### src/rtl/lsba_pkg.sv
// Shared types, constants and the sector classifier for the lidar sector binning block.
// No dependencies; imported by every module of the block.
package lsba_pkg;

   localparam int DIST_W   = 16;
   localparam int ANGLE_W  = 15;
   localparam int QUAL_W   = 6;
   localparam int SECTOR_W = 3;
   localparam int SECTORS  = 8;
   localparam int CNT_W    = 5;
   localparam int SUM_W    = 21;
   localparam int CSR_W    = 16;

   // Angles in 1/64 degree.
   localparam int ANGLE_SECTOR      = 2880;
   localparam int ANGLE_HALF_SECTOR = 1440;
   localparam int ANGLE_WRAP_START  = 21600;

   localparam logic [QUAL_W-1:0] QUALITY_MIN_RST  = 6'd10;
   localparam logic [QUAL_W-1:0] QUALITY_MAX_RST  = 6'd25;
   localparam logic [DIST_W-1:0] DISTANCE_MIN_RST = 16'd600;
   localparam logic [DIST_W-1:0] DISTANCE_MAX_RST = 16'd40000;

   typedef enum logic [1:0] {
      CSR_QUALITY_MIN  = 2'd0,
      CSR_QUALITY_MAX  = 2'd1,
      CSR_DISTANCE_MIN = 2'd2,
      CSR_DISTANCE_MAX = 2'd3
   } csr_index_type;

   // One kept point on its way from classifier to accumulator.
   typedef struct packed {
      logic [SECTOR_W-1:0] sector;
      logic [DIST_W-1:0]   distance;
   } point_type;

   // Sector 0 is centred on 0 deg and also takes everything from 337.5 deg up.
   function automatic logic [SECTOR_W-1:0] sector_of(input logic [ANGLE_W-1:0] angle);
      logic [SECTOR_W-1:0] s;
      s = '0;
      if (angle < ANGLE_W'(ANGLE_WRAP_START)) begin
         for (int i = 1; i < SECTORS; i++) begin
            if (angle >= ANGLE_W'(i * ANGLE_SECTOR - ANGLE_HALF_SECTOR)) begin
               s = SECTOR_W'(i);
            end
         end
      end
      return s;
   endfunction

endpackage

### src/rtl/lidar_sector_binning_average.sv
// Lidar sector binning: filters points by quality/distance windows, bins them into
// eight 45-degree sectors and emits a sector's mean distance once it holds PACKET_SIZE kept points.
// Throughput: one req beat per cycle while the queue is not full; the accumulator does one
// table read-modify-write per cycle unless rsp back-pressure stalls it. A point that completes a
// sector passes the queue write, table update and reciprocal multiply registers before rsp_valid.
// Synchronous active-high reset restores the window defaults and clears every sector at once.
module lidar_sector_binning_average #(
   parameter int PACKET_SIZE = 20,  // points per emitted mean, 1..31
   parameter int QUEUE_DEPTH = 4    // front/back decoupling queue entries
) (
   input  logic                          clock,
   input  logic                          reset,
   // configuration writes, to be made only while idle; the block does not enforce this
   input  logic                          csr_we,
   input  lsba_pkg::csr_index_type       csr_index,
   input  logic [lsba_pkg::CSR_W-1:0]    csr_wdata,
   // point beats
   input  logic                          req_valid,
   output logic                          req_ready,
   input  logic [lsba_pkg::DIST_W-1:0]   req_point_distance,
   input  logic [lsba_pkg::ANGLE_W-1:0]  req_point_angle,
   input  logic [lsba_pkg::QUAL_W-1:0]   req_point_quality,
   // sector mean beats
   output logic                          rsp_valid,
   input  logic                          rsp_ready,
   output logic [lsba_pkg::SECTOR_W-1:0] rsp_sector_index,
   output logic [lsba_pkg::DIST_W-1:0]   rsp_mean_distance
);
   import lsba_pkg::*;

   // Front -> queue: only kept points are queued, rejected beats vanish here.
   logic      q_push, q_full, q_pop, q_valid;
   point_type q_in, q_out;

   lsba_front u_front (
      .clock              (clock),
      .reset              (reset),
      .csr_we             (csr_we),
      .csr_index          (csr_index),
      .csr_wdata          (csr_wdata),
      .req_valid          (req_valid),
      .req_ready          (req_ready),
      .req_point_distance (req_point_distance),
      .req_point_angle    (req_point_angle),
      .req_point_quality  (req_point_quality),
      .q_full             (q_full),
      .q_push             (q_push),
      .q_data             (q_in)
   );

   // Lets the front keep taking beats while the rsp side is stalled, until the queue is full.
   lsba_queue #(
      .DEPTH (QUEUE_DEPTH)
   ) u_queue (
      .clock     (clock),
      .reset     (reset),
      .push      (q_push),
      .push_data (q_in),
      .full      (q_full),
      .pop       (q_pop),
      .valid     (q_valid),
      .pop_data  (q_out)
   );

   // Table update and mean computation; stalls the queue only when its
   // two output stages are both occupied.
   lsba_back #(
      .PACKET_SIZE (PACKET_SIZE)
   ) u_back (
      .clock             (clock),
      .reset             (reset),
      .q_valid           (q_valid),
      .q_data            (q_out),
      .q_pop             (q_pop),
      .rsp_valid         (rsp_valid),
      .rsp_ready         (rsp_ready),
      .rsp_sector_index  (rsp_sector_index),
      .rsp_mean_distance (rsp_mean_distance)
   );

endmodule

### src/rtl/lsba_front.sv
// Front end: window registers, point filter and sector classifier.
// Depends on lsba_pkg; feeds lsba_queue.
module lsba_front (
   input  logic                        clock,
   input  logic                        reset,
   input  logic                        csr_we,
   input  lsba_pkg::csr_index_type     csr_index,
   input  logic [lsba_pkg::CSR_W-1:0]  csr_wdata,
   input  logic                        req_valid,
   output logic                        req_ready,
   input  logic [lsba_pkg::DIST_W-1:0] req_point_distance,
   input  logic [lsba_pkg::ANGLE_W-1:0] req_point_angle,
   input  logic [lsba_pkg::QUAL_W-1:0] req_point_quality,
   input  logic                        q_full,
   output logic                        q_push,
   output lsba_pkg::point_type         q_data
);
   import lsba_pkg::*;

   logic [QUAL_W-1:0] qmin_ff, qmax_ff;
   logic [DIST_W-1:0] dmin_ff, dmax_ff;
   logic              keep;

   always_ff @(posedge clock) begin
      if (reset) begin
         qmin_ff <= QUALITY_MIN_RST;
         qmax_ff <= QUALITY_MAX_RST;
         dmin_ff <= DISTANCE_MIN_RST;
         dmax_ff <= DISTANCE_MAX_RST;
      end else if (csr_we) begin
         unique case (csr_index)
            CSR_QUALITY_MIN:  qmin_ff <= csr_wdata[QUAL_W-1:0];
            CSR_QUALITY_MAX:  qmax_ff <= csr_wdata[QUAL_W-1:0];
            CSR_DISTANCE_MIN: dmin_ff <= csr_wdata[DIST_W-1:0];
            CSR_DISTANCE_MAX: dmax_ff <= csr_wdata[DIST_W-1:0];
            default: ;
         endcase
      end
   end

   // Both windows inclusive; an inverted window keeps nothing.
   assign keep = (req_point_quality >= qmin_ff) && (req_point_quality <= qmax_ff) &&
                 (req_point_distance >= dmin_ff) && (req_point_distance <= dmax_ff);

   assign req_ready       = !q_full;
   assign q_push          = req_valid && req_ready && keep;
   assign q_data.sector   = sector_of(req_point_angle);
   assign q_data.distance = req_point_distance;

endmodule

### src/rtl/lsba_queue.sv
// Small register FIFO between the classifier and the accumulator.
// Depends on lsba_pkg (point_type).
module lsba_queue #(
   parameter int DEPTH = 4
) (
   input  logic                clock,
   input  logic                reset,
   input  logic                push,
   input  lsba_pkg::point_type push_data,
   output logic                full,
   input  logic                pop,
   output logic                valid,
   output lsba_pkg::point_type pop_data
);
   import lsba_pkg::*;

   localparam int PTR_W = (DEPTH > 1) ? $clog2(DEPTH) : 1;
   localparam int CNT_QW = $clog2(DEPTH + 1);

   point_type          mem_ff [DEPTH];
   logic [PTR_W-1:0]   wr_ptr_ff, rd_ptr_ff, wr_ptr_in, rd_ptr_in;
   logic [CNT_QW-1:0]  count_ff, count_in;

   assign full     = count_ff == CNT_QW'(DEPTH);
   assign valid    = count_ff != '0;
   assign pop_data = mem_ff[rd_ptr_ff];

   always_comb begin
      wr_ptr_in = wr_ptr_ff;
      rd_ptr_in = rd_ptr_ff;
      count_in  = count_ff;
      if (push) begin
         wr_ptr_in = (wr_ptr_ff == PTR_W'(DEPTH - 1)) ? '0 : wr_ptr_ff + 1'b1;
      end
      if (pop) begin
         rd_ptr_in = (rd_ptr_ff == PTR_W'(DEPTH - 1)) ? '0 : rd_ptr_ff + 1'b1;
      end
      if (push && !pop) begin
         count_in = count_ff + 1'b1;
      end else if (pop && !push) begin
         count_in = count_ff - 1'b1;
      end
   end

   always_ff @(posedge clock) begin
      if (reset) begin
         wr_ptr_ff <= '0;
         rd_ptr_ff <= '0;
         count_ff  <= '0;
      end else begin
         wr_ptr_ff <= wr_ptr_in;
         rd_ptr_ff <= rd_ptr_in;
         count_ff  <= count_in;
      end
   end

   always_ff @(posedge clock) begin
      if (push) begin
         mem_ff[wr_ptr_ff] <= push_data;
      end
   end

   a_no_overflow: assert property (@(posedge clock) disable iff (reset)
      push |-> !full) else $error("queue push while full");
   a_no_underflow: assert property (@(posedge clock) disable iff (reset)
      pop |-> valid) else $error("queue pop while empty");
   a_count_bound: assert property (@(posedge clock) disable iff (reset)
      count_ff <= CNT_QW'(DEPTH)) else $error("queue count past depth");

endmodule

### src/rtl/lsba_back.sv
// Back end: per-sector count/sum table and the mean pipeline (reciprocal multiply).
// Depends on lsba_pkg; drains lsba_queue and drives the rsp channel.
module lsba_back #(
   parameter int PACKET_SIZE = 20
) (
   input  logic                          clock,
   input  logic                          reset,
   input  logic                          q_valid,
   input  lsba_pkg::point_type           q_data,
   output logic                          q_pop,
   output logic                          rsp_valid,
   input  logic                          rsp_ready,
   output logic [lsba_pkg::SECTOR_W-1:0] rsp_sector_index,
   output logic [lsba_pkg::DIST_W-1:0]   rsp_mean_distance
);
   import lsba_pkg::*;

   // floor(x*RECIP >> SHIFT) == floor(x / PACKET_SIZE) for all x below 2**SUM_W.
   localparam int SHIFT    = SUM_W + $clog2(PACKET_SIZE);
   localparam int RECIP_W  = SHIFT + 1;
   localparam int PROD_W   = SUM_W + RECIP_W;
   localparam logic [RECIP_W-1:0] RECIP =
      RECIP_W'(((65'd1 << SHIFT) + 65'(PACKET_SIZE) - 65'd1) / 65'(PACKET_SIZE));

   logic [CNT_W-1:0]    count_ff [SECTORS];
   logic [SUM_W-1:0]    sum_ff   [SECTORS];
   logic [CNT_W-1:0]    cnt_in;
   logic [SUM_W-1:0]    sum_in;
   logic                done;

   logic                a_valid_ff, b_valid_ff;
   logic [SUM_W-1:0]    a_sum_ff;
   logic [SECTOR_W-1:0] a_sector_ff, b_sector_ff;
   logic [PROD_W-1:0]   b_prod_ff, b_prod_in;
   logic                a_ready, b_ready;

   assign b_ready = !b_valid_ff || rsp_ready;
   assign a_ready = !a_valid_ff || b_ready;
   assign q_pop   = q_valid && a_ready;

   assign cnt_in = count_ff[q_data.sector] + 1'b1;
   assign sum_in = sum_ff[q_data.sector] + SUM_W'(q_data.distance);
   assign done   = cnt_in == CNT_W'(PACKET_SIZE);

   assign b_prod_in = PROD_W'(a_sum_ff) * PROD_W'(RECIP);

   always_ff @(posedge clock) begin
      if (reset) begin
         for (int i = 0; i < SECTORS; i++) begin
            count_ff[i] <= '0;
            sum_ff[i]   <= '0;
         end
         a_valid_ff <= 1'b0;
         b_valid_ff <= 1'b0;
      end else begin
         if (q_pop) begin
            count_ff[q_data.sector] <= done ? '0 : cnt_in;
            sum_ff[q_data.sector]   <= done ? '0 : sum_in;
         end
         if (a_ready) begin
            a_valid_ff <= q_pop && done;
         end
         if (b_ready) begin
            b_valid_ff <= a_valid_ff;
         end
      end
   end

   always_ff @(posedge clock) begin
      if (q_pop && done) begin
         a_sum_ff    <= sum_in;
         a_sector_ff <= q_data.sector;
      end
      if (b_ready && a_valid_ff) begin
         b_prod_ff   <= b_prod_in;
         b_sector_ff <= a_sector_ff;
      end
   end

   assign rsp_valid         = b_valid_ff;
   assign rsp_sector_index  = b_sector_ff;
   assign rsp_mean_distance = b_prod_ff[SHIFT +: DIST_W];

   a_count_below_packet: assert property (@(posedge clock) disable iff (reset)
      q_pop |-> count_ff[q_data.sector] < CNT_W'(PACKET_SIZE))
      else $error("sector count at or past packet size");
   a_sector_cleared: assert property (@(posedge clock) disable iff (reset)
      q_pop && done |=> count_ff[$past(q_data.sector)] == '0 &&
                        sum_ff[$past(q_data.sector)] == '0)
      else $error("full sector not cleared");
   a_stage_holds: assert property (@(posedge clock) disable iff (reset)
      a_valid_ff && !b_ready |=> a_valid_ff && $stable(a_sum_ff) && $stable(a_sector_ff))
      else $error("sum stage lost data under stall");

endmodule

### config.mk
export PLATFORM = sky130hd
export DESIGN_NAME = lidar_sector_binning_average
export DESIGN_NICKNAME = d
export VERILOG_FILES = /design/src/rtl/lsba_pkg.sv /design/src/rtl/lidar_sector_binning_average.sv /design/src/rtl/lsba_front.sv /design/src/rtl/lsba_queue.sv /design/src/rtl/lsba_back.sv
export SDC_FILE = /design/constraint.sdc
export NUM_CORES = 1
export LEC_CHECK = 0
export ABC_AREA = 1
export ABC_CLOCK_PERIOD_IN_PS = 7400
export BUFFER_PORTS_ARGS = -buffer_cell sky130_fd_sc_hd__buf_2
export CORE_MARGIN = 2
export CORE_UTILIZATION = 55
export DETAILED_ROUTE_END_ITERATION = 12
export PLACE_DENSITY_LB_ADDON = 0.15
export SYNTH_ARGS = -nofsm -noshare
export SYNTH_HDL_FRONTEND = slang
export SYNTH_HIERARCHICAL = 1
export SYNTH_SLANG_ARGS = --single-unit
### constraint.sdc
create_clock -name clock -period 7.4 [get_ports clock]
set_clock_uncertainty 0.15 [all_clocks]
set_input_delay 0.37 -clock clock [delete_from_list [all_inputs] [get_ports clock]]
set_output_delay 0.37 -clock clock [all_outputs]
set_load 0.005 [all_outputs]
==> out/summary.log, run 1 <==
[critical_path] kind of end point of the critical path flop
[global_routing] pin count of the biggest net entering global routing 40
[cts] total clock sinks 382
[placement] weighted congestion reported at the end of routability-driven placement 0.9374
[placement] Port Buf Inserts 75
[synth] sequential-to-total area share from yosys stat 42.29%
[placement] Placed Instance Area 26630 um^2
[cts] Num CTS Buffers 42
[timing] Worst Hold Slack 0.01594 ns
[cts] # resized after CTS 0
[critical_path] Data required, critical path 7.58 ns
[global_routing] first-pass GRT wire length 100900 um
[synth] most area-hungry cell type in the Yosys netlist sky130_fd_sc_hd__edfxtp_1
[drt] number of DRC markers after the initial detailed-route iteration 1411
[global_routing] global-route congestion overflow total 0
[synth] top cells by area in the synthesized netlist sky130_fd_sc_hd__edfxtp_1 38%, sky130_fd_sc_hd__ha_1 13%, sky130_fd_sc_hd__fa_1 11%
[drt] average wire length per cell after detail routing 19.07 um
[timing] Hold Fails Final Rpt 0
[synth] count of mapped cells out of synthesis 2680
[synth] FFs w/ async S/R, synth 0%
[cts] clock latency of the later-clocked register in the worst-skew pair 0.58 ns
[critical_path] type of the worst setup path reg -> reg
[status] status finished, final reports clean
[timing] Slew HR 20.68%
[finish] antenna diode count 0
[synth] Main synth FF type sky130_fd_sc_hd__edfxtp_1
[synth] cell area after synthesis 25820 um^2
[cts] clock-pin slew on the worst setup and hold paths 0.06 ns
[drt] remaining number of nets flagged by the antenna check after routing 0
[cts] number of levels the H-tree was split into 2
[hold_path] Hold/Removal Path Class in -> reg
[floorplanning] die span in y 220.7 um
[finish] core utilization of the finished layout 60.75%
[critical_path] path depth of the worst reg2reg path 18
[critical_path] crit path max fanout 6
[timing] setup repair after global routing missed its margin no
[cts] CTS tree done
[cts] number of buffers inserted for hold repair after clock tree synthesis 32
[timing] count of pins over their slew limit 0
[synth] Cell variety after synth 53
[floorplanning] floorplan die area 48700 um^2
[floorplanning] Initial Util 55.58%
[finish] ratio of cells with drive above 1 in the final layout 7.879%
[cts] Root Buffer Master sky130_fd_sc_hd__clkbuf_16
[timing] final setup violation count 0
[synth] number of synthesized flops with an enable pin 327
[drt] sum of routed wire length over all layers 65050 um
[finish] fill cell count 3911
[finish] Nets 3240
[drt] ratio of routed vias to standard cells 5.540
[run] maximum capacitance violations 0
[placement] half-perimeter wire length after placement 47830 um
[floorplanning] Site Rows 79
[synth] number of nets in the synthesized netlist 3147
[drt] count of TritonRoute iterations in the first routing pass 5
[timing] transition time of the tightest slew-check pin 1.182 ns
[drt] Residual DRC 0
[cts] maximum root-to-sink buffer count 3
[critical_path] launching element type of the critical path flop
[synth] flip-flop and latch count after synthesis 382
[global_routing] via count of the first global-routing pass 18.81k
[timing] Max Freq 161.0 MHz
[timing] total negative slack 0 ns
[floorplanning] number of I/O pins 81
[finish] Layout Cell Area excl Fill 28220 um^2
[finish] area added between synthesis and finish 9.304%
[floorplanning] Core ar. 46460 um^2
[global_routing] aggregate global-route resource usage 27.16%
[synth] mean post-synth cell area 9.635 um^2
[cts] number of post-CTS setup repair buffers 0
[synth] Synthesis Warnings 6
[timing] share of the clock period used by the worst path 83.95%
[global_routing] antenna violations before repair 0
[critical_path] worst endpoint data arrival time 6.39 ns
[drt] count of vias placed by the detailed router 18.90k
[timing] post-layout minimum cycle time 6.212 ns
[hold_path] Cells on Worst Hold Path 3
[floorplanning] die span in x 220.7 um
[synth] share of the synthesized area in the top cell type 38.03%
-- area by class of cell --
class	count	area, um^2	area share [%]
inverter	400	1504	5.329
multi-input combinational	1819	12920	45.76
sequential	382	10920	38.69
clock inverter	21	170.2	0.6029
clock buffer	55	1100	3.897
tap	607	759.5	2.691
timing repair buffer	128	853.3	3.023
-- per-layer routing --
metal  GRT usage (%)  share of wire [%]  vias to the layer above
li1                -                  -                     9057
met2           47.97                 49                      635
met5               0                  0                        -
met3           3.931                5.8                      159
met1           33.42                 41                     9050
met4           11.02                4.3                        0
-- sequential cells by signal (all words and copies together) (netlist names), named ones only --
register                 cells
u_back/a_sector_ff           3
u_back/a_sum_ff             21
u_back/a_valid_ff            1
u_back/b_prod_ff            16
u_back/count_ff             40
u_back/rsp_sector_index      3
u_back/rsp_valid             1
u_back/sum_ff              168
u_front/dmax_ff             16
u_front/dmin_ff             16
u_front/qmax_ff              6
u_front/qmin_ff              6
u_queue/count_ff             3
u_queue/mem_ff              76
u_queue/rd_ptr_ff            2
u_queue/wr_ptr_ff            2
-- stage by stage --
stage	worst slack [ns]	instances
2_1_floorplan	1.927	2680
3_3_place_gp	1.269	3304
3_5_place_dp	1.221	3304
4_1_cts	1.237	3412
5_1_grt	0.9057	3412
6_report	1.188	3412
-- critical path: stages, from the launching register on --
cell and delay (ns):
sky130_fd_sc_hd__edfxtp_1 0.56, sky130_fd_sc_hd__ha_1 0.58, sky130_fd_sc_hd__fa_1 0.51, sky130_fd_sc_hd__fa_1 0.52, sky130_fd_sc_hd__fa_1 0.56, sky130_fd_sc_hd__inv_1 0.06
sky130_fd_sc_hd__fa_1 0.50, sky130_fd_sc_hd__fa_1 0.54, sky130_fd_sc_hd__inv_1 0.04, sky130_fd_sc_hd__ha_1 0.29, sky130_fd_sc_hd__ha_1 0.40, sky130_fd_sc_hd__a21o_1 0.20
sky130_fd_sc_hd__a21oi_1 0.28, sky130_fd_sc_hd__nor2_1 0.08, sky130_fd_sc_hd__nor2_1 0.23, sky130_fd_sc_hd__a21boi_0 0.31, sky130_fd_sc_hd__nand2_1 0.09, sky130_fd_sc_hd__nand2_1 0.06
sky130_fd_sc_hd__nand2_1 0.05
-- Yosys cell counts, drive strengths merged, types with 6 or more instances --
master,count
a21o,15
nand3,67
o211ai,12
a21oi,121
nand2,497
buf,49
nor3,23
nor2,375
a221oi,13
clkbuf,30
dfxtp,55
nand4,29
xor2,36
a22o,16
xnor2,14
ha,270
edfxtp,327
inv,390
fa,137
a22oi,20
o22ai,22
clkinv,10
a21boi,6
o21ai,118
-- cells by family (layout without fill, tap and decap cells) --
| group | after synthesis | in the layout | share of synthesized area [%] |
|---|---|---|---|
| AND/OR/NAND/NOR | 1003 | 1003 | 16.29 |
| buffers and inverters | 479 | 604 | 7.787 |
| adder cells (fa/ha/maj) | 407 | 407 | 23.70 |
| flip-flops | 382 | 382 | 42.29 |
| AO/OA/AOI/OAI | 359 | 359 | 8.228 |
| XOR/XNOR | 50 | 50 | 1.696 |
-- layout by cell type, fill, tap and decap left out, types with 3 or more instances in the layout --
cell type	n
sky130_fd_sc_hd__nand2_1	472
sky130_fd_sc_hd__buf_2	75
sky130_fd_sc_hd__nand3b_1	3
sky130_fd_sc_hd__clkinv_2	3
sky130_fd_sc_hd__a21boi_0	6
sky130_fd_sc_hd__a22o_1	16
sky130_fd_sc_hd__nor2_2	15
sky130_fd_sc_hd__inv_6	3
sky130_fd_sc_hd__inv_2	10
sky130_fd_sc_hd__nor3_1	19
sky130_fd_sc_hd__nor4_1	3
sky130_fd_sc_hd__edfxtp_1	327
sky130_fd_sc_hd__ha_1	270
sky130_fd_sc_hd__clkbuf_1	13
sky130_fd_sc_hd__a21oi_1	120
sky130_fd_sc_hd__nand3_1	65
sky130_fd_sc_hd__nand4_1	29
sky130_fd_sc_hd__nand2_2	13
sky130_fd_sc_hd__dfxtp_1	55
sky130_fd_sc_hd__a22oi_1	20
sky130_fd_sc_hd__xor2_1	36
sky130_fd_sc_hd__nor3_4	4
sky130_fd_sc_hd__nand2_4	12
sky130_fd_sc_hd__xnor2_1	14
sky130_fd_sc_hd__clkbuf_16	42
sky130_fd_sc_hd__nor2_1	359
sky130_fd_sc_hd__o21ai_1	8
sky130_fd_sc_hd__o22ai_1	20
sky130_fd_sc_hd__o211ai_1	12
sky130_fd_sc_hd__o21bai_1	5
sky130_fd_sc_hd__a21o_1	15
sky130_fd_sc_hd__inv_1	379
sky130_fd_sc_hd__dlygate4sd3_1	32
sky130_fd_sc_hd__a31oi_1	5
sky130_fd_sc_hd__o21ai_2	4
sky130_fd_sc_hd__o21ai_0	106
sky130_fd_sc_hd__fa_1	137
sky130_fd_sc_hd__buf_4	21
sky130_fd_sc_hd__clkinv_1	19
sky130_fd_sc_hd__a221oi_1	13
-- final timing paths --
kind                                                 startpoint                                   end  slack, ns
worst max-delay path               u_back/a_sum_ff[8]$_DFFE_PP_        u_back/b_prod_ff[33]$_DFFE_PP_       1.19
worst min-delay path                               csr_wdata[2]       u_front/qmax_ff[2]$_SDFFE_PP0P_       0.02
worst max register to register     u_back/a_sum_ff[8]$_DFFE_PP_        u_back/b_prod_ff[33]$_DFFE_PP_       1.19
worst min register to register  u_back/a_sector_ff[1]$_DFFE_PP_  u_back/rsp_sector_index[1]$_DFFE_PP_       0.28
Power of run 1 is not shown: default switching activity piles up to over one toggle a cycle in this logic, so the estimate is an artifact.
==> run 2: changes to the inputs <==
ABC_CLOCK_PERIOD_IN_PS = 5850   (was 7400)
clock period = 5.85 ns   (was 7.4 ns; I/O delays follow)
==> out/summary.log, run 2 (same netlist as run 1, synthesis figures left out) <==
[status] status finished, final reports clean
[critical_path] type of the worst setup path reg -> reg
[cts] clock latency of the later-clocked register in the worst-skew pair 0.60 ns
[cts] Root Buffer Master sky130_fd_sc_hd__clkbuf_16
[drt] ratio of routed vias to standard cells 5.460
[drt] remaining number of nets flagged by the antenna check after routing 0
[critical_path] worst endpoint data arrival time 5.86 ns
[finish] area added between synthesis and finish 15.45%
[finish] fill cell count 3806
[run] maximum capacitance violations 0
[critical_path] launching element type of the critical path flop
[finish] Regs by FF count u_back/sum_ff x168, u_queue/mem_ff x76, u_back/count_ff x40
[timing] Slew HR 22.41%
[critical_path] crit path max fanout 4
[floorplanning] floorplan die area 48700 um^2
[finish] ratio of cells with drive above 1 in the final layout 13.94%
[cts] CTS tree done
[finish] Nets 3383
[finish] most frequent standard cell in the layout excluding fill and tap cells sky130_fd_sc_hd__nand2_1
[cts] number of levels the H-tree was split into 2
[critical_path] Critical Path Slowest Stage Cell sky130_fd_sc_hd__fa_1
[drt] Residual DRC 0
[global_routing] pin count of the biggest net entering global routing 40
[floorplanning] die span in x 220.7 um
[floorplanning] Site Rows 79
[finish] flip-flop count of the largest register, all copies and words added 168
[drt] number of DRC markers after the initial detailed-route iteration 1726
[timing] post-layout minimum cycle time 5.679 ns
[cts] maximum root-to-sink buffer count 3
[timing] total negative slack 0 ns
[critical_path] delay contributed by the slowest stage of the critical path 0.57 ns
[global_routing] antenna violations before repair 1
[critical_path] series of cell instances along the critical path buf_4, ha_4, inv_1, fa_1, fa_1, fa_1, fa_1, inv_1, ha_1, ha_1, ha_1, a21oi_2, o21ai_0, nand2_1, nand3_1, nor2_1, nand3_2, xor2_1
[floorplanning] Core ar. 46460 um^2
[drt] average wire length per cell after detail routing 19.11 um
[floorplanning] Initial Util 55.58%
[timing] transition time of the tightest slew-check pin 1.161 ns
[timing] final setup violation count 0
[placement] half-perimeter wire length after placement 49940 um
[timing] Hold Fails Final Rpt 0
[timing] Max Freq 176.1 MHz
[finish] most frequent cells in the layout 466 x sky130_fd_sc_hd__nand2_1, 379 x sky130_fd_sc_hd__inv_1, 355 x sky130_fd_sc_hd__nor2_1
[floorplanning] number of I/O pins 81
[finish] Reg with most FFs u_back/sum_ff
[critical_path] kind of end point of the critical path flop
[cts] total clock sinks 382
[cts] clock-pin slew on the worst setup and hold paths 0.07 ns
[drt] sum of routed wire length over all layers 67950 um
[timing] share of the clock period used by the worst path 97.08%
[placement] weighted congestion reported at the end of routability-driven placement 0.9268
[floorplanning] die span in y 220.7 um
[critical_path] Data required, critical path 6.03 ns
[critical_path] Top cell by count, worst path sky130_fd_sc_hd__fa_1
[critical_path] path depth of the worst reg2reg path 18
[drt] count of TritonRoute iterations in the first routing pass 5
[drt] count of vias placed by the detailed router 19.42k
[global_routing] first-pass GRT wire length 104700 um
[hold_path] Cells on Worst Hold Path 4
[global_routing] global-route congestion overflow total 0
[global_routing] via count of the first global-routing pass 19.30k
[global_routing] aggregate global-route resource usage 28.15%
[timing] setup repair after global routing missed its margin yes
[timing] count of pins over their slew limit 0
[hold_path] Hold/Removal Path Class in -> reg
[cts] Num CTS Buffers 42
[placement] Port Buf Inserts 75
[run 2: cell types whose count changed in the layout (fill, tap and decap cells not counted), moves of 5 or more]
cell                            previous run  this run
sky130_fd_sc_hd__ha_1                    270       245
sky130_fd_sc_hd__nand2_1                 472       466
sky130_fd_sc_hd__clkbuf_1                 13         8
sky130_fd_sc_hd__buf_4                    21       154
sky130_fd_sc_hd__ha_2                      0         6
sky130_fd_sc_hd__ha_4                      0        19
sky130_fd_sc_hd__dlygate4sd3_1            32        42
sky130_fd_sc_hd__a21oi_2                   1         7
sky130_fd_sc_hd__nand2_2                  13        19
sky130_fd_sc_hd__a21oi_1                 120       114
[run 2: final timing paths]
check | from | endpoint | slack [ns]
hold reg to reg | u_back/a_sector_ff[0]$_DFFE_PP_ | u_back/rsp_sector_index[0]$_DFFE_PP_ | 0.27
setup reg to reg | u_back/a_sum_ff[11]$_DFFE_PP_ | u_back/b_prod_ff[38]$_DFFE_PP_ | 0.17
hold / removal | req_point_angle[14] | u_queue/mem_ff[3][16]$_DFFE_PP_ | 0.10
setup / recovery | u_back/a_sum_ff[11]$_DFFE_PP_ | u_back/b_prod_ff[38]$_DFFE_PP_ | 0.17
[run 2: cell type report]
cell class              instances  area (um^2)  area share [%]
clock inverters                24        286.5          0.9611
clock buffers                  52         1120           3.756
diodes                          1        2.502        0.008394
flip-flops and latches        382        10920           36.63
inverters                     400         1504           5.045
well taps                     607        759.5           2.548
repair buffers                271         1952           6.547
multi-input cells            1819        13270           44.50
[run 2: per-layer routing]
layer	routed length (um)	vias to the layer above	global-route usage, %
met5	0	-	0
met4	2114	0	9.711
met3	3725	120	2.873
met2	34540	639	49.99
li1	-	9346	-
met1	27580	9310	35.88
[run 2: per-stage QoR]
step	hold WS [ns]	std cells	worst slack, ns	cell area, um^2	utilization, %
after floorplan	0.2116	2680	0.3769	25820	-
final	0.1042	3556	0.1711	29810	64.17
after global routing	0.1430	3556	-0.01760	29810	64.17
after detailed placement	0.2545	3427	-0.05087	27550	59.31
after global placement	0.2577	3427	0.002106	27550	59.31
after CTS	0.09608	3545	0.02277	29400	63.28
[run 2: timing repair]
item | 4_1_cts | 5_1_grt
pin swaps | 0 | 12
hold buffers | 42 | 0
setup endpoints to repair | 3 | 14
setup buffers | 0 | 10
resized for setup | 5 | 57
hold endpoints to repair | 112 | 0
[run 2: worst max-delay path, delay by kind of cell, from the launching register on]
kind	cells	cell delay (ns)
AO/OA/AOI/OAI	2	0.34
XOR/XNOR	1	0.18
adder cells (fa/ha/maj)	8	3.39
buffers and inverters	3	0.29
flip-flops	1	0.43
AND/OR/NAND/NOR	4	0.63
Power of run 2 is left out for the same reason.
==> run 3: changes to the inputs <==
--- a/config.mk
+++ b/config.mk
@@ -16,3 +16,2 @@
 export SYNTH_HDL_FRONTEND = slang
-export SYNTH_HIERARCHICAL = 1
 export SYNTH_SLANG_ARGS = --single-unit
--- a/constraint.sdc
+++ b/constraint.sdc
@@ -4,2 +4,2 @@
 set_output_delay 0.2925 -clock clock [all_outputs]
-set_load 0.005 [all_outputs]
+set_load 0.02 [all_outputs]
==> out/summary.log, run 3 <==
[status] status finished, final reports clean
[drt] ratio of routed vias to standard cells 5.553
[synth] top cells by area in the synthesized netlist sky130_fd_sc_hd__edfxtp_1 39%, sky130_fd_sc_hd__ha_1 13%, sky130_fd_sc_hd__fa_1 11%
[synth] most area-hungry cell type in the Yosys netlist sky130_fd_sc_hd__edfxtp_1
[timing] transition time of the tightest slew-check pin 0.9607 ns
[timing] post-layout minimum cycle time 5.806 ns
[critical_path] internal reg-to-reg setup slack 0.04 ns
[synth] number of synthesized flops with an enable pin 327
[drt] count of vias placed by the detailed router 19.23k
[critical_path] crit path max fanout 3
[timing] setup repair after global routing missed its margin yes
[synth] share of the synthesized area in the top cell type 38.53%
[synth] Synth top cells by count 409 x sky130_fd_sc_hd__nand2_1, 375 x sky130_fd_sc_hd__inv_1, 349 x sky130_fd_sc_hd__nor2_1
[drt] remaining number of nets flagged by the antenna check after routing 0
[synth] flip-flop and latch count after synthesis 382
[critical_path] worst endpoint data arrival time 5.99 ns
[finish] Reg with most FFs u_back.sum_ff
[cts] number of levels the H-tree was split into 2
[placement] pre-CTS setup slack -0.1555 ns
[finish] flip-flop count of the largest register, all copies and words added 168
[timing] Worst Hold Slack 0.03677 ns
[cts] clock latency of the later-clocked register in the worst-skew pair 0.59 ns
[global_routing] antenna violations before repair 0
[drt] Residual DRC 0
[synth] Main synth FF type sky130_fd_sc_hd__edfxtp_1
[critical_path] launching element type of the critical path flop
[cts] clock-pin slew on the worst setup and hold paths 0.06 ns
[global_routing] aggregate global-route resource usage 28.23%
[synth] FFs w/ async S/R, synth 0%
[drt] count of TritonRoute iterations in the first routing pass 6
[floorplanning] Initial Util 55.92%
[finish] area added between synthesis and finish 14.95%
[cts] CTS tree done
[finish] most frequent cells in the layout 406 x sky130_fd_sc_hd__nand2_1, 375 x sky130_fd_sc_hd__inv_1, 343 x sky130_fd_sc_hd__nor2_1
[finish] area taken by multi-input logic gates 13080 um^2
[floorplanning] die span in x 219.3 um
[finish] core utilization of the finished layout 64.28%
[finish] ratio of cells with drive above 1 in the final layout 12.51%
[global_routing] via count of the first global-routing pass 19.61k
[cts] total clock sinks 382
[floorplanning] floorplan die area 48070 um^2
[timing] Hold Fails Final Rpt 0
[finish] Nets 3296
[finish] antenna diode count 0
[timing] share of the clock period used by the worst path 99.25%
[placement] Placed Instance Area 27100 um^2
[synth] Cell variety after synth 53
[synth] Synthesis Warnings 0
[floorplanning] number of I/O pins 81
[timing] final worst setup slack 0.04413 ns
[drt] sum of routed wire length over all layers 66150 um
[synth] number of nets in the synthesized netlist 3086
[finish] Layout Cell Area excl Fill 29300 um^2
[timing] count of pins over their slew limit 0
[placement] weighted congestion reported at the end of routability-driven placement 0.9599
[synth] cell area after synthesis 25490 um^2
[timing] Max Freq 172.2 MHz
[finish] most frequent standard cell in the layout excluding fill and tap cells sky130_fd_sc_hd__nand2_1
[floorplanning] Site Rows 78
[synth] mean post-synth cell area 9.727 um^2
[global_routing] pin count of the biggest net entering global routing 112
[floorplanning] Core ar. 45580 um^2
[finish] fill cell count 3686
[critical_path] type of the worst setup path reg -> reg
[timing] Slew HR 35.88%
[synth] most frequently used cell type in the post-synthesis netlist sky130_fd_sc_hd__nand2_1
[timing] final setup violation count 0
[floorplanning] die span in y 219.3 um
[global_routing] global-route congestion overflow total 0
[placement] half-perimeter wire length after placement 47580 um
[cts] maximum root-to-sink buffer count 3
[finish] Regs by FF count u_back.sum_ff x168, u_queue.mem_ff x76, u_back.count_ff x40
[drt] number of DRC markers after the initial detailed-route iteration 1408
[run] maximum capacitance violations 0
[cts] Num CTS Buffers 42
[synth] sequential-to-total area share from yosys stat 42.85%
[finish] total area of sequential cells 10920 um^2
[global_routing] first-pass GRT wire length 104200 um
[critical_path] Data required, critical path 6.03 ns
[synth] count of mapped cells out of synthesis 2620
[cts] Root Buffer Master sky130_fd_sc_hd__clkbuf_16
[critical_path] kind of end point of the critical path flop
[placement] Port Buf Inserts 75
[hold_path] Hold/Removal Path Class in -> reg
[drt] average wire length per cell after detail routing 19.11 um
## run 3: cell count changes after synthesis, moves of 11 or more
cell / delta
sky130_fd_sc_hd__nand4_1: -18
sky130_fd_sc_hd__nand3_1: +43
sky130_fd_sc_hd__a22oi_1: -20
sky130_fd_sc_hd__a22o_1: -16
sky130_fd_sc_hd__buf_4: -14
sky130_fd_sc_hd__buf_2: +16
sky130_fd_sc_hd__nand2_1: -64
sky130_fd_sc_hd__nand2_2: +15
sky130_fd_sc_hd__a21boi_0: +16
sky130_fd_sc_hd__nor2_2: -11
sky130_fd_sc_hd__nand2_4: -12
## run 3: metal layers
metal  wire length (um)  GRT usage [%]
met5                  0              0
met3               3362          2.841
met4               2600          10.95
met1              26900          35.19
met2              33290          50.47
## run 3: cell type report
class	instances	area share [%]
clock buffer	57	3.921
clock inverter	19	0.8328
inverter	381	4.881
multi-input combinational	1784	44.65
sequential	382	37.28
tap	600	2.562
timing repair buffer	239	5.877
## run 3: worst paths after layout
| check | depth (start not counted) | end | startpoint |
|---|---|---|---|
| worst max-delay path | 21 | u_back.b_prod_ff[40]$_DFFE_PP_ | u_back.a_sum_ff[1]$_DFFE_PP_ |
| worst min-delay path | 4 | u_front.qmax_ff[4]$_SDFFE_PP1P_ | csr_we |
| worst max register to register | 21 | u_back.b_prod_ff[40]$_DFFE_PP_ | u_back.a_sum_ff[1]$_DFFE_PP_ |
| worst min register to register | 0 | u_back.rsp_sector_index[0]$_DFFE_PP_ | u_back.a_sector_ff[0]$_DFFE_PP_ |
## run 3: logic make-up after synthesis
family,after synthesis,synth area share [%]
AO/OA/AOI/OAI,372,8.582
XOR/XNOR,55,1.920
adder cells (fa/ha/maj),406,23.97
buffers and inverters,454,7.060
flip-flops,382,42.85
AND/OR/NAND/NOR,951,15.62
## run 3: timing repair
item | in CTS | in global routing
hold endpoints to repair | 110 | 0
pin swaps | 4 | 9
setup buffers | 0 | 12
hold buffers | 41 | 0
resized for setup | 6 | 55
endpoints found under the setup margin | 7 | 15
## run 3: worst max-delay path, stage by stage (launching register included)
cell and delay, ns:
sky130_fd_sc_hd__edfxtp_1 0.41, sky130_fd_sc_hd__buf_4 0.17, sky130_fd_sc_hd__ha_4 0.29, sky130_fd_sc_hd__xor2_4 0.18
sky130_fd_sc_hd__ha_4 0.23, sky130_fd_sc_hd__fa_1 0.57, sky130_fd_sc_hd__fa_1 0.45, sky130_fd_sc_hd__fa_1 0.49
sky130_fd_sc_hd__fa_1 0.55, sky130_fd_sc_hd__inv_1 0.05, sky130_fd_sc_hd__fa_1 0.51, sky130_fd_sc_hd__inv_1 0.04
sky130_fd_sc_hd__ha_1 0.34, sky130_fd_sc_hd__nand2_1 0.11, sky130_fd_sc_hd__inv_1 0.11, sky130_fd_sc_hd__nand2_1 0.08
sky130_fd_sc_hd__nor4_1 0.27, sky130_fd_sc_hd__o21ai_0 0.16, sky130_fd_sc_hd__nand2_1 0.20, sky130_fd_sc_hd__nand2_2 0.09
sky130_fd_sc_hd__nand3_1 0.07, sky130_fd_sc_hd__nand2_1 0.06
## run 3: metrics by stage
stage	instances	TNS, ns
final	3462	0
after global routing	3462	-0.7557
after CTS	3450	0
after floorplan	2620	0
after detailed placement	3333	-0.5558
after global placement	3333	-0.06804
Power of run 3 is left out for the same reason.
